==> config.mk <==
export PLATFORM = sky130hd
export DESIGN_NAME = bcd_datetime_to_unix_seconds_unit
export DESIGN_NICKNAME = d
export VERILOG_FILES = /design/src/sv/bdus_pkg.sv /design/src/sv/bcd_datetime_to_unix_seconds_unit.sv /design/src/sv/bdus_decode.sv /design/src/sv/bdus_calendar.sv
export SDC_FILE = /design/constraint.sdc
export NUM_CORES = 1
export LEC_CHECK = 0
export BUFFER_PORTS_ARGS = -buffer_cell sky130_fd_sc_hd__buf_2
export CAP_MARGIN = 20
export CORE_ASPECT_RATIO = 0.8
export CORE_MARGIN = 4
export CORE_UTILIZATION = 55
export DETAILED_ROUTE_END_ITERATION = 6
export PLACE_DENSITY = 0.75
export SYNTH_ARGS = -nofsm -noshare
export SYNTH_HDL_FRONTEND = slang
export SYNTH_SLANG_ARGS = --single-unit
==> constraint.sdc <==
create_clock -name clk -period 6.05 [get_ports clk]
set_input_delay 0.3025 -clock clk [delete_from_list [all_inputs] [get_ports clk]]
set_output_delay 0.3025 -clock clk [all_outputs]
set_load 0.05 [all_outputs]
==> src/sv/bdus_pkg.sv <==
package bdus_pkg;

  localparam int unsigned BcdW   = 8;
  localparam int unsigned ValW   = 7;   // decoded two-digit value, 0..99
  localparam int unsigned DaysW  = 16;  // days since epoch, below 37000
  localparam int unsigned TodW   = 19;  // h*3600 + m*60 + s for fields up to 99
  localparam int unsigned SecW   = 32;
  localparam int unsigned InW    = 6 * BcdW;

  localparam logic [ValW-1:0]  YearPivot   = 7'd70;
  localparam logic [ValW-1:0]  CenturyAdj  = 7'd30;  // 2000 - 1970
  localparam logic [8:0]       DaysPerYear = 9'd365;
  localparam logic [11:0]      SecPerHour  = 12'd3600;
  localparam logic [5:0]       SecPerMin   = 6'd60;
  localparam logic [16:0]      SecPerDay   = 17'd86400;
  localparam logic [ValW-1:0]  MonthFeb    = 7'd2;
  localparam logic [ValW-1:0]  MonthDec    = 7'd12;

  // Decoded fields after the first stage
  typedef struct packed {
    logic [ValW-1:0] sec;
    logic [ValW-1:0] min;
    logic [ValW-1:0] hour;
    logic [ValW-1:0] day;
    logic [ValW-1:0] mon;
    logic [ValW-1:0] yoff;  // years since 1970
    logic            leap;
    logic            bad;
  } dec_t;

  // Day count and time of day after the second stage
  typedef struct packed {
    logic [DaysW-1:0] days;
    logic [TodW-1:0]  tod;
    logic             bad;
  } cal_t;

  // Days before the first of a month, non-leap year; month given 1..12
  function automatic logic [8:0] month_start(input logic [3:0] mon);
    logic [8:0] r;
    case (mon)
      4'd1:    r = 9'd0;
      4'd2:    r = 9'd31;
      4'd3:    r = 9'd59;
      4'd4:    r = 9'd90;
      4'd5:    r = 9'd120;
      4'd6:    r = 9'd151;
      4'd7:    r = 9'd181;
      4'd8:    r = 9'd212;
      4'd9:    r = 9'd243;
      4'd10:   r = 9'd273;
      4'd11:   r = 9'd304;
      4'd12:   r = 9'd334;
      default: r = 9'd0;
    endcase
    return r;
  endfunction

endpackage

==> src/sv/bcd_datetime_to_unix_seconds_unit.sv <==
// BCD calendar to epoch seconds converter.
//
// Input stream: in_tdata carries one calendar transaction of six BCD bytes
// (seconds, minutes, hours, day, month, two-digit year). Output stream:
// out_tdata holds the seconds since 1970-01-01 00:00:00 and out_tuser flags
// a rejected input (bad BCD digit, month outside 1..12, or day zero), in
// which case out_tdata is zero. Years below 70 are 20xx, others 19xx.
//
// Four register stages: BCD decode, day count and time of day, day scaling
// by 86400, final add. While the receiver keeps out_tready high, one
// transaction is accepted per cycle, since every stage registers its work
// and can take a new transaction in each cycle.
//
// Reset clears all stage valid bits; the pipeline comes out empty. When the
// receiver holds out_tready low, the last stage holds and earlier stages
// keep filling any empty slots; in_tready drops only when all four are full.
module bcd_datetime_to_unix_seconds_unit
  import bdus_pkg::*;
(
  input  logic           clk,
  input  logic           rst_n,
  input  logic           in_tvalid,
  output logic           in_tready,
  input  logic [InW-1:0] in_tdata,   // sec, min, hour, day, month, year (8b each)
  output logic           out_tvalid,
  input  logic           out_tready,
  output logic [SecW-1:0] out_tdata, // epoch_seconds
  output logic           out_tuser   // bad_input
);

  dec_t dec_nxt, s1_r;
  cal_t cal_nxt, s2_r;

  logic [SecW-1:0] prod_nxt, prod_r;
  logic [TodW-1:0] tod3_r;
  logic            bad3_r;
  logic [SecW-1:0] secs_nxt, secs_r;
  logic            bad4_r;

  logic v1_r, v2_r, v3_r, v4_r;
  logic en1, en2, en3, en4;

  // Each stage advances when its slot is empty or its successor advances
  assign en4 = !v4_r || out_tready;
  assign en3 = !v3_r || en4;
  assign en2 = !v2_r || en3;
  assign en1 = !v1_r || en2;
  assign in_tready = en1;

  bdus_decode u_decode (
    .raw (in_tdata),
    .dec (dec_nxt)
  );

  bdus_calendar u_calendar (
    .dec (s1_r),
    .cal (cal_nxt)
  );

  // Scale whole days to seconds
  assign prod_nxt = SecW'(s2_r.days) * SecW'(SecPerDay);
  // Add time of day; flagged inputs give zero
  assign secs_nxt = bad3_r ? '0 : (prod_r + SecW'(tod3_r));

  always_ff @(posedge clk) begin
    if (!rst_n) begin
      v1_r <= 1'b0;
      v2_r <= 1'b0;
      v3_r <= 1'b0;
      v4_r <= 1'b0;
    end else begin
      if (en1) v1_r <= in_tvalid;
      if (en2) v2_r <= v1_r;
      if (en3) v3_r <= v2_r;
      if (en4) v4_r <= v3_r;
    end
  end

  always_ff @(posedge clk) begin
    if (en1) s1_r <= dec_nxt;
    if (en2) s2_r <= cal_nxt;
    if (en3) begin
      prod_r <= prod_nxt;
      tod3_r <= s2_r.tod;
      bad3_r <= s2_r.bad;
    end
    if (en4) begin
      secs_r <= secs_nxt;
      bad4_r <= bad3_r;
    end
  end

  assign out_tvalid = v4_r;
  assign out_tdata  = secs_r;
  assign out_tuser  = bad4_r;

`ifndef SYNTHESIS
  a_bad_zero: assert property (@(posedge clk) disable iff (!rst_n)
    out_tvalid && out_tuser |-> out_tdata == '0)
    else $error("flagged result carries nonzero seconds");

  a_ready_full: assert property (@(posedge clk) disable iff (!rst_n)
    !in_tready |-> v1_r && v2_r && v3_r && v4_r && !out_tready)
    else $error("input stalled with an empty slot in the pipeline");

  a_hold_last: assert property (@(posedge clk) disable iff (!rst_n)
    v4_r && !out_tready |=> v4_r && $stable(secs_r) && $stable(bad4_r))
    else $error("last stage changed while receiver stalled");

  a_fill: assert property (@(posedge clk) disable iff (!rst_n)
    v3_r && !v4_r |=> v4_r)
    else $error("stage three failed to advance into an empty last stage");
`endif

endmodule

==> src/sv/bdus_decode.sv <==
module bdus_decode
  import bdus_pkg::*;
(
  input  logic [InW-1:0] raw,
  output dec_t           dec
);

  logic [5:0]      digit_bad;
  logic [ValW-1:0] val [6];
  logic            range_bad;

  // Decode each byte once: hi*10 + lo
  always_comb begin
    for (int i = 0; i < 6; i++) begin
      logic [3:0] hi;
      logic [3:0] lo;
      hi = raw[i*BcdW+4 +: 4];
      lo = raw[i*BcdW +: 4];
      digit_bad[i] = (hi > 4'd9) || (lo > 4'd9);
      val[i] = {hi, 3'b000} + {2'b00, hi, 1'b0} + {3'b000, lo};
    end
  end

  assign range_bad = (val[4] == '0) || (val[4] > MonthDec) || (val[3] == '0);

  always_comb begin
    dec.sec  = val[0];
    dec.min  = val[1];
    dec.hour = val[2];
    dec.day  = val[3];
    dec.mon  = val[4];
    // Below the pivot the year is 20xx, otherwise 19xx
    dec.yoff = (val[5] < YearPivot) ? (val[5] + CenturyAdj) : (val[5] - YearPivot);
    // Only century in range is 2000, a leap year, so the plain rule of four holds
    dec.leap = (val[5][1:0] == 2'b00);
    dec.bad  = (|digit_bad) || range_bad;
  end

endmodule

==> src/sv/bdus_calendar.sv <==
module bdus_calendar
  import bdus_pkg::*;
(
  input  dec_t dec,
  output cal_t cal
);

  logic [DaysW-1:0] year_days;
  logic [5:0]       leap_days;
  logic [DaysW-1:0] extra;

  // Leap days before the year; the century terms cancel over 1970..2069
  assign year_days = DaysW'(dec.yoff) * DaysW'(DaysPerYear);
  assign leap_days = 6'((dec.yoff + 7'd1) >> 2);
  assign extra     = DaysW'(month_start(dec.mon[3:0]))
                   + DaysW'(dec.leap && (dec.mon > MonthFeb))
                   + DaysW'(dec.day - 7'd1);

  always_comb begin
    cal.days = year_days + DaysW'(leap_days) + extra;
    cal.tod  = TodW'(dec.hour) * TodW'(SecPerHour) + TodW'(dec.min) * TodW'(SecPerMin)
             + TodW'(dec.sec);
    cal.bad  = dec.bad;
  end

endmodule
==> summary.md, run 1 <==
| Metric | Value |
|---|---|
| Largest family of logic cells by synthesized area | `adder cells` |
| Avg Cell Area, Syn | `11.02 sq um` |
| I/O pins | `87` |
| Final setup viols | `0` |
| Die H | `156.7 um` |
| Slew HR | `33.95%` |
| I/O Buffers | `86` |
| Critical path capture point type | `register` |
| Synth warn | `0` |
| Layout Skew | `0.009189 ns` |
| Setup bufs post-CTS | `0` |
| Tot GR Track Use | `19.08%` |
| Bufs on Longest Clock Path | `2` |
| DRC viols | `0` |
| Synth area leader | `edfxtp_1` |
| CP Max Fanout | `5` |
| Post-Syn Area | `0.01520 sq mm` |
| Top cell type's share of synthesized area | `31.21%` |
| Initial antenna violation count | `0` |
| Hold slack final | `0.04424 ns` |
| Starting density of the core | `55.84%` |
| Crit path arrival time | `5.83 ns` |
| Post-synthesis sequential area ratio | `32.92%` |
| Synth unique cells | `74` |
| Crit path largest cell delay | `0.60 ns` |
| Total core area | `0.02723 sq mm` |
| Largest cells by area after synthesis | `edfxtp_1 31%, ha_1 22%, fa_1 14%` |
| CP Cell Sequence | `nor4_1 > a21boi_0 > ha_1 > ha_1 > nand4_1 > nor2_1 > xnor2_1 > fa_1 > inv_1 > fa_1 > fa_1 > fa_1 > ha_1 > ha_1 > or4_1 > a31o_1 > o41ai_2 > xnor2_1` |
| Fill count | `2182` |
| Num rows | `54` |
| Worst path required time | `6.24 ns` |
| Worst skew pair latency | `0.43 ns` |
| Largest net degree at the start of global routing | `46` |
| Layout cell share with drive strength beyond 1 | `9.505%` |
| Vias in the first global route | `10060` |
| Ant. Diodes | `0` |
| Setup TNS Final | `0 ns` |
| F_max | `177.3 MHz` |
| MaxCap Viol Count | `0` |
| Gr ovfl total | `0` |
| Layout Utilization | `61.54%` |
| Overall routed net length | `27830 um` |
| Initial DRT Pass Iterations | `5` |
| #FFs+latches synth | `171` |
| Post-DR wirelength/cell | `14.98 um` |
| Most used DFF post-synth | `edfxtp_1` |
| TritonCTS buffer count | `17` |
| First-pass GRT wire length | `47910 um` |
| Cell with the most instances after synthesis | `ha_1` |
| Buf/Inv on CP | `1` |
| CTS root buf | `clkbuf_16` |
| Synth Area in Compound Gates | `10.15%` |
| Hold/Removal Path Class | `in -> reg` |
| Critical path type | `reg -> reg` |
| Post-CTS Hold Fix Bufs | `0` |
| # clock sinks | `171` |
| Post-synth EDFFs | `158` |
| Clock transition at path regs | `0.07 ns` |
| Post-Synth XOR/XNOR Area | `6.798%` |
| Crit start category | `register` |
| RSZ-0062 raised after global routing | `no` |
| Critical-path top delay cell | `or4_1` |
| Final Hold Fails | `0` |
| Post-Syn Nets | `1804` |
| RePlAce Congestion | `0.9201` |
| Pre-CTS setup slack | `0.4694 ns` |
| Status | `complete, no violations` |
| Setup ws final | `0.4106 ns` |
| Synth cell count leaders | `268 x ha_1, 234 x inv_1, 158 x edfxtp_1` |
| Synth Area in Simple Gates | `7.464%` |
| Hold depth | `1` |
| Detailed Route Iter0 Violations | `449` |
| Die X | `193.9 um` |
| R2r worst-path depth | `18` |
| Fin. max-slew vios | `0` |
| NumNets Final | `1905` |
| Final period util | `93.21%` |
| Syn-to-layout area delta | `10.22%` |
| Min Clock Period, post-route | `5.639 ns` |
| Post-cts resize count | `0` |
| Antenna viol nets, final | `0` |
| Die area | `0.03038 sq mm` |
| Post-synthesis mux area share | `0.8724%` |
| Via total after detailed routing | `9828` |
| Worst path depth | `18` |
| Ys async rst share | `0%` |
| Synthesized instance count | `1380` |
| Top delay family on crit path | `adder cells` |
| Adder-cell share of the synthesized area | `35.75%` |
| Worst-Margin Slew | `0.9872 ns` |
| Detailed-placement wirelength estimate | `22600 um` |
| DR vias/cell | `5.290` |
| CTS tree | `yes` |
| H-tree levels | `4` |
cell type report:
type	instances	area, sq um	area share, %
multi-input combinational	965	9281	55.39
sequential	171	5005	29.87
inverter	236	885.9	5.286
timing repair buffer	90	460.4	2.748
tap	364	455.4	2.718
clock buffer	18	439.2	2.621
clock inverter	14	230.2	1.374
worst paths after layout:
kind | from | end | slack (ns)
min | in_tdata[8] | s1_r[30] | 0.04
min reg2reg | s2_r[9] | tod3_r[8] | 0.42
max reg2reg | s1_r[12] | s2_r[32] | 0.41
max | s1_r[12] | s2_r[32] | 0.41
per-layer routing:
| layer | track usage (%) | wire length [um] | vias to the layer above |
|---|---|---|---|
| met5 | 0 | 0 | - |
| met4 | 5.723 | 556 | 0 |
| met3 | 3.186 | 1065 | 45 |
| met2 | 32.26 | 13200 | 194 |
| met1 | 25.67 | 13010 | 4598 |
| li1 | - | - | 4991 |
cell families after synthesis:
kind of cell	Yosys count
multiplexers	12
adder cells (fa/ha/maj)	372
XOR/XNOR	118
AND/OR/NAND/NOR	227
flip-flops	171
AO/OA/AOI/OAI	236
buffers and inverters	244
placed cells by master, fill, tap and decap left out, types with 4 or more instances in the layout:
master / Yosys / final
a21o_1: 28 / 28
o21ai_0: 32 / 32
a211oi_1: 10 / 10
a21oi_1: 72 / 72
edfxtp_1: 158 / 158
o21ai_1: 19 / 19
ha_1: 268 / 268
nand3_1: 21 / 21
bufinv_16: 0 / 5
nand2b_1: 9 / 9
and3_1: 10 / 10
inv_1: 234 / 234
inv_6: 0 / 4
nand4_1: 7 / 7
buf_2: 3 / 86
a31oi_1: 10 / 10
o21bai_1: 5 / 5
o211ai_1: 4 / 4
a21oi_2: 4 / 4
o31a_1: 4 / 4
xor2_1: 33 / 33
clkbuf_16: 0 / 17
fa_1: 104 / 104
mux2i_1: 4 / 4
nand2_1: 50 / 49
nor2b_1: 25 / 25
buf_4: 0 / 4
nor2_1: 67 / 67
o22ai_1: 4 / 4
nor3_1: 10 / 10
o21a_1: 12 / 12
dfxtp_1: 13 / 13
xnor2_1: 85 / 85
or4_1: 4 / 4
mux2_1: 7 / 7
state kept, by name, indices dropped and copies added (netlist names), named ones only:
name        cells
s2_r           36
bad3_r          1
out_tvalid      1
out_tdata      32
s1_r           44
prod_r         25
out_tuser       1
v3_r            1
v2_r            1
tod3_r         19
v1_r            1
per-stage QoR:
stage | area (sq um) | cells
after floorplan | 15200 | 1380
after global placement | 16090 | 1826
after detailed placement | 16090 | 1826
after CTS | 16760 | 1858
after global routing | 16760 | 1858
final | 16760 | 1858
Power of run 1 is left out: the tool's default activity adds up to more than one toggle a clock period on the data nets, which glitch-free logic cannot reach.
==> run 2: changes to the inputs <==
--- a/config.mk
+++ b/config.mk
@@ -12,6 +12,7 @@
 export CORE_UTILIZATION = 55
 export DETAILED_ROUTE_END_ITERATION = 6
 export PLACE_DENSITY = 0.75
+export RECOVER_POWER = 25
 export SYNTH_ARGS = -nofsm -noshare
 export SYNTH_HDL_FRONTEND = slang
 export SYNTH_SLANG_ARGS = --single-unit
==> summary.md, run 2 (same netlist as run 1, synthesis figures left out) <==
| Metric | Value |
|---|---|
| CP Cell Sequence | `nor4_1 > a21boi_0 > ha_1 > ha_1 > nand4_1 > nor2_1 > xnor2_1 > fa_1 > inv_1 > fa_1 > fa_1 > fa_1 > ha_1 > ha_1 > or4_1 > a31o_1 > o41ai_2 > xnor2_1 (unchanged)` |
| I/O pins | `87 (unchanged)` |
| Buf/Inv on CP | `1 (unchanged)` |
| CTS root buf | `clkbuf_16 (unchanged)` |
| Setup bufs post-CTS | `0 (unchanged)` |
| RePlAce Congestion | `0.9201 (unchanged)` |
| Top reg by flops | `s1_r (unchanged)` |
| Most frequent cells in the layout | `268 x ha_1, 234 x inv_1, 158 x edfxtp_1 (unchanged)` |
| RSZ-0062 raised after global routing | `no (unchanged)` |
| Initial antenna violation count | `0 (unchanged)` |
| Detailed Route Iter0 Violations | `424 (was 449)` |
| Hold depth | `1 (unchanged)` |
| DRC viols | `0 (unchanged)` |
| H-tree levels | `4 (unchanged)` |
| Gr ovfl total | `0 (unchanged)` |
| F_max | `177.2 MHz (was 177.3 MHz)` |
| R2r worst-path depth | `18 (unchanged)` |
| Commonest non-fill, non-tap cell in the layout | `ha_1 (unchanged)` |
| # clock sinks | `171 (unchanged)` |
| Post-CTS Hold Fix Bufs | `0 (unchanged)` |
| Die area | `0.03038 sq mm (unchanged)` |
| Syn-to-layout area delta | `9.810% (was 10.22%)` |
| Max reg flops | `44 (unchanged)` |
| First-pass GRT wire length | `47910 um (unchanged)` |
| Clock transition at path regs | `0.07 ns (about the same)` |
| R2r setup slk | `0.41 ns (about the same)` |
| Tot GR Track Use | `19.08% (unchanged)` |
| Layout Skew | `0.008873 ns (was 0.009189 ns)` |
| MaxCap Viol Count | `1 (was 0)` |
| R2r startpoint | `s1_r[12] (unchanged)` |
| CP Max Fanout | `5 (unchanged)` |
| Status | `finished, violations left (was complete, no violations)` |
| Final period util | `93.26% (was 93.21%)` |
| CTS tree | `yes (unchanged)` |
| Ant. Diodes | `0 (unchanged)` |
| Overall routed net length | `27910 um (was 27830 um)` |
| Total core area | `0.02723 sq mm (unchanged)` |
| Worst path required time | `6.24 ns (about the same)` |
| Detailed-placement wirelength estimate | `22600 um (unchanged)` |
| Failing checks | `capacitance limit, slew limit` |
| Reg2reg end | `s2_r[32] (unchanged)` |
| Largest net degree at the start of global routing | `46 (unchanged)` |
| Crit path arrival time | `5.83 ns (about the same)` |
| Hold Startpoint | `in_tdata[8] (unchanged)` |
| Layout cell share with drive strength beyond 1 | `6.292% (was 9.505%)` |
| Post-DR wirelength/cell | `15.02 um (was 14.98 um)` |
| DR vias/cell | `5.298 (was 5.290)` |
| Min Clock Period, post-route | `5.642 ns (was 5.639 ns)` |
| Setup TNS Final | `0 ns (unchanged)` |
| Final Hold Fails | `0 (unchanged)` |
| Initial DRT Pass Iterations | `5 (unchanged)` |
| Starting density of the core | `55.84% (unchanged)` |
| I/O Buffers | `86 (unchanged)` |
| Critical path type | `reg -> reg (unchanged)` |
| Worst path depth | `18 (unchanged)` |
| Critical path capture point type | `register (unchanged)` |
| Slew HR | `-13.18% (was 33.95%)` |
| Via total after detailed routing | `9844 (was 9828)` |
| Crit path largest cell delay | `0.60 ns (about the same)` |
| Crit start category | `register (unchanged)` |
| Die H | `156.7 um (unchanged)` |
| Top delay family on crit path | `adder cells (unchanged)` |
| Hold/Removal Path Class | `in -> reg (unchanged)` |
| Worst skew pair latency | `0.43 ns (about the same)` |
| TritonCTS buffer count | `17 (unchanged)` |
| Critical-path top delay cell | `or4_1 (unchanged)` |
| Worst-Margin Slew | `1.698 ns (was 0.9872 ns)` |
| Bufs on Longest Clock Path | `2 (unchanged)` |
| Vias in the first global route | `10060 (unchanged)` |
| Die X | `193.9 um (unchanged)` |
| Post-cts resize count | `0 (unchanged)` |
| Final setup viols | `0 (unchanged)` |
| Fin. max-slew vios | `40 (was 0)` |
| NumNets Final | `1905 (unchanged)` |
| Antenna viol nets, final | `0 (unchanged)` |
| End of the worst hold path | `s1_r[30] (unchanged)` |
| Num rows | `54 (unchanged)` |
==> run 2: per-stage QoR <==
| stage | instances | area (sq um) | hold slack, ns | setup WS, ns | util (%) |
|---|---|---|---|---|---|
| 2_1_floorplan | 1380 | 15200 | 0.4003 | 0.7914 | - |
| 3_3_place_gp | 1826 | 16090 | 0.4008 | 0.5702 | 59.08 |
| 4_1_cts | 1858 | 16760 | 0.02315 | 0.3678 | 61.54 |
| 6_report | 1858 | 16690 | 0.04459 | 0.4080 | 61.31 |
| 3_5_place_dp | 1826 | 16090 | 0.4045 | 0.4694 | 59.08 |
| 5_1_grt | 1858 | 16690 | 0.02436 | 0.04457 | 61.31 |
==> run 2: area by class of cell <==
cell class                 instances  area (sq um)
clock buffer                      18         439.2
clock inverter                    14         230.2
fill                            2189         10530
inverter                         236         885.9
multi-input combinational        965          9281
sequential                       171          5005
tap                              364         455.4
timing repair buffer              90         397.9
==> run 2: routing by layer <==
layer  share of wire (%)  vias up  track usage [%]
met3                 4.2       45            3.186
met5                   0        -                0
met1                  46     4610            25.67
met2                  47      201            32.26
met4                 2.0        0            5.723
li1                    -     4988                -
==> run 2: worst max-delay path by stage <==
stage / end / slack, ns / start
6_report: s2_r[32] / 0.41 / s1_r[12]
3_5_place_dp: s2_r[34] / 0.47 / s1_r[12]
3_3_place_gp: s2_r[32] / 0.57 / s1_r[12]
2_1_floorplan: s2_r[34] / 0.79 / s1_r[12]
4_1_cts: s2_r[34] / 0.37 / s1_r[12]
5_1_grt: s2_r[34] / 0.04 / s1_r[12]
==> run 2: worst register-to-register path, delay by kind of cell, from the launching register on <==
family	cells	cell delay, ns
xor gates and xnor gates	2	0.23
and+or+nand+nor	4	1.08
adders and majority gates	8	3.00
buffers and inverters	1	0.05
AOI/OAI and AO/OA	3	0.64
DFF	1	0.41
Power of run 2 is left out for the same reason.
==> run 3: changes to the inputs <==
--- a/config.mk
+++ b/config.mk
@@ -5,6 +5,7 @@
 export SDC_FILE = /design/constraint.sdc
 export NUM_CORES = 1
 export LEC_CHECK = 0
+export ABC_AREA = 1
 export BUFFER_PORTS_ARGS = -buffer_cell sky130_fd_sc_hd__buf_2
 export CAP_MARGIN = 20
 export CORE_ASPECT_RATIO = 0.8
==> constraint.sdc (replaced) <==
create_clock -name clk -period 7.2 [get_ports clk]
set_input_delay 0.36 -clock clk [delete_from_list [all_inputs] [get_ports clk]]
set_output_delay 0.36 -clock clk [all_outputs]
set_load 0.05 [all_outputs]
==> summary.md, run 3 <==
| Metric | Value |
|---|---|
| Overall routed net length | `33010 um (was 27910 um)` |
| Post-Syn Area | `0.01607 sq mm (was 0.01520 sq mm)` |
| Critical path type | `reg -> reg (unchanged)` |
| Worst path required time | `7.40 ns (was 6.24 ns)` |
| CP Max Fanout | `4 (was 5)` |
| Fin. max-slew vios | `82 (was 40)` |
| Cell with the most instances after synthesis | `inv_1 (was ha_1)` |
| Setup bufs post-CTS | `0 (unchanged)` |
| Crit path arrival time | `5.56 ns (was 5.83 ns)` |
| Routed wl met3 | `1569 um (was 1179 um)` |
| Hold Startpoint | `in_tdata[8] (unchanged)` |
| Met2 routed WL | `14900 um (was 13190 um)` |
| Syn-to-layout area delta | `8.977% (was 9.810%)` |
| Critical path capture point type | `register (unchanged)` |
| Post-synthesis sequential area ratio | `31.14% (was 32.92%)` |
| Detailed-placement wirelength estimate | `27780 um (was 22600 um)` |
| Most used DFF post-synth | `edfxtp_1 (unchanged)` |
| Avg Cell Area, Syn | `9.209 sq um (was 11.02 sq um)` |
| Synth cell count leaders | `356 x inv_1, 292 x nand2_1, 268 x ha_1 (was 268 x ha_1, 234 x inv_1, 158 x edfxtp_1)` |
| I/O Buffers | `86 (unchanged)` |
| Final period util | `74.53% (was 93.26%)` |
| Die X | `199.1 um (was 193.9 um)` |
| Via total after detailed routing | `11640 (was 9844)` |
| Die H | `160.9 um (was 156.7 um)` |
| Final Hold Fails | `0 (unchanged)` |
| DRC viols | `0 (unchanged)` |
| Synthesized instance count | `1745 (was 1380)` |
| Max reg flops | `44 (unchanged)` |
| Detailed Route Iter0 Violations | `749 (was 424)` |
| R2r setup slk | `1.83 ns (was 0.41 ns)` |
| Worst-Margin Slew | `2.121 ns (was 1.698 ns)` |
| Post-CTS Hold Fix Bufs | `0 (unchanged)` |
| Reg2reg end | `s2_r[35] (was s2_r[32])` |
| Top cell type's share of synthesized area | `29.52% (was 31.21%)` |
| F_max | `186.3 MHz (was 177.2 MHz)` |
| Max Used Layer | `met5 (was met4)` |
| Crit start category | `register (unchanged)` |
| M1 WL | `15870 um (was 12980 um)` |
| Post-DR wirelength/cell | `14.80 um (was 15.02 um)` |
| Die area | `0.03203 sq mm (was 0.03038 sq mm)` |
| Tot GR Track Use | `21.51% (was 19.08%)` |
| Failing checks | `capacitance limit, slew limit (unchanged)` |
| Worst skew pair latency | `0.44 ns (was 0.43 ns)` |
| Synth unique cells | `40 (was 74)` |
| End of the worst hold path | `s1_r[30] (unchanged)` |
| Vias in the first global route | `11760 (was 10060)` |
| Hold depth | `1 (unchanged)` |
| DR vias/cell | `5.216 (was 5.298)` |
| R2r startpoint | `s1_r[12] (unchanged)` |
| Slew HR | `-41.74% (was -13.18%)` |
| Starting density of the core | `56.27% (was 55.84%)` |
| Post-route cell area | `0.01751 sq mm (was 0.01669 sq mm)` |
| Post-cts resize count | `0 (unchanged)` |
| Num rows | `55 (was 54)` |
| Largest net degree at the start of global routing | `53 (was 46)` |
| Antenna viol nets, final | `0 (unchanged)` |
| Setup TNS Final | `0 ns (unchanged)` |
| RePlAce Congestion | `0.9065 (was 0.9201)` |
| Min Clock Period, post-route | `5.366 ns (was 5.642 ns)` |
| Layout cell share with drive strength beyond 1 | `6.609% (was 6.292%)` |
| Hold/Removal Path Class | `in -> reg (unchanged)` |
| CTS root buf | `clkbuf_16 (unchanged)` |
| Initial antenna violation count | `1 (was 0)` |
| # clock sinks | `171 (unchanged)` |
| Final setup viols | `0 (unchanged)` |
| First-pass GRT wire length | `56540 um (was 47910 um)` |
| Initial DRT Pass Iterations | `5 (unchanged)` |
| Status | `finished, violations left (unchanged)` |
| Synth area leader | `edfxtp_1 (unchanged)` |
| Post-synth EDFFs | `158 (unchanged)` |
| Most frequent cells in the layout | `356 x inv_1, 293 x nand2_1, 268 x ha_1 (was 268 x ha_1, 234 x inv_1, 158 x edfxtp_1)` |
| #FFs+latches synth | `171 (unchanged)` |
| H-tree levels | `4 (unchanged)` |
| Ant. Diodes | `0 (unchanged)` |
| Bufs on Longest Clock Path | `2 (unchanged)` |
| TritonCTS buffer count | `17 (unchanged)` |
| Layout Skew | `0.01045 ns (was 0.008873 ns)` |
| Ys async rst share | `0% (unchanged)` |
| RSZ-0062 raised after global routing | `no (unchanged)` |
| Gr ovfl total | `0 (unchanged)` |
| Clock transition at path regs | `0.08 ns (was 0.07 ns)` |
| Placed cell areas | `0.01696 sq mm (was 0.01609 sq mm)` |
| Total core area | `0.02856 sq mm (was 0.02723 sq mm)` |
| Top reg by flops | `s1_r (unchanged)` |
| Synth warn | `0 (unchanged)` |
| Largest cells by area after synthesis | `edfxtp_1 30%, ha_1 21%, fa_1 13% (was edfxtp_1 31%, ha_1 22%, fa_1 14%)` |
| NumNets Final | `2272 (was 1905)` |
| Commonest non-fill, non-tap cell in the layout | `inv_1 (was ha_1)` |
| R2r worst-path depth | `23 (was 18)` |
| CTS tree | `yes (unchanged)` |
| I/O pins | `87 (unchanged)` |
| Post-Syn Nets | `2169 (was 1804)` |
| MaxCap Viol Count | `2 (was 1)` |
## run 3: cell types whose count changed after synthesis, moves of 28 or more
cell | previous run | this run
nand2_1 | 50 | 292
inv_1 | 234 | 356
nand3_1 | 21 | 90
xnor2_1 | 85 | 30
nor2_1 | 67 | 114
a21oi_1 | 72 | 100
xor2_1 | 33 | 61
## run 3: how the worst max path moves through the flow
stage	to	start	slack (ns)	cells past startpoint
4_1_cts	s2_r[35]	s1_r[12]	1.82	23
5_1_grt	s2_r[35]	s1_r[12]	1.46	23
3_3_place_gp	s2_r[34]	s1_r[12]	1.98	21
2_1_floorplan	s2_r[34]	s1_r[12]	2.27	21
3_5_place_dp	s2_r[35]	s1_r[12]	1.85	23
6_report	s2_r[35]	s1_r[12]	1.83	23
## run 3: kinds of logic after synthesis
group	synth area share [%]
simple gates	15.01
flops	31.14
xor+xnor	5.162
compound gates	6.377
fa+ha+maj	33.82
buf+inv	8.486
## run 3: per-layer routing
| metal | track usage (%) | vias to the layer above |
|---|---|---|
| met1 | 31.16 | 5400 |
| met5 | 0 | - |
| li1 | - | 5903 |
| met2 | 34.00 | 293 |
| met4 | 5.065 | 2 |
| met3 | 3.628 | 38 |
## run 3: cell type report
| class | instances | area (sq um) |
|---|---|---|
| multi-input combinational | 1212 | 9687 |
| clock inverter | 15 | 162.7 |
| clock buffer | 17 | 425.4 |
| tap | 370 | 462.9 |
| inverter | 358 | 1349 |
| sequential | 171 | 5005 |
| fill | 2398 | 11050 |
| timing repair buffer | 88 | 421.7 |
## run 3: worst max-delay path: stages (launching register included)
cell	delay [ns]
edfxtp_1	0.40
nor2_1	0.06
a31oi_1	0.21
ha_1	0.21
ha_1	0.19
nand3_1	0.12
nor2_1	0.14
nand2_1	0.08
xor2_1	0.16
fa_1	0.50
inv_1	0.06
fa_1	0.55
fa_1	0.45
fa_1	0.49
ha_1	0.31
ha_1	0.36
a21oi_1	0.20
o21ai_0	0.15
nand2_1	0.08
nand3_1	0.12
nand2_1	0.11
nand2_1	0.05
nand2_1	0.06
nand2_1	0.06
## run 3: through the flow
stage	util, %	setup WS [ns]	instances	hold WS (ns)
floorplan	-	2.271	1745	0.4003
global placement	59.40	1.977	2199	0.4006
detailed placement	59.40	1.852	2199	0.4045
CTS	61.46	1.821	2231	0.08474
global route	61.32	1.460	2231	0.09120
finish	61.32	1.834	2231	0.1022
Power of run 3 is left out for the same reason.
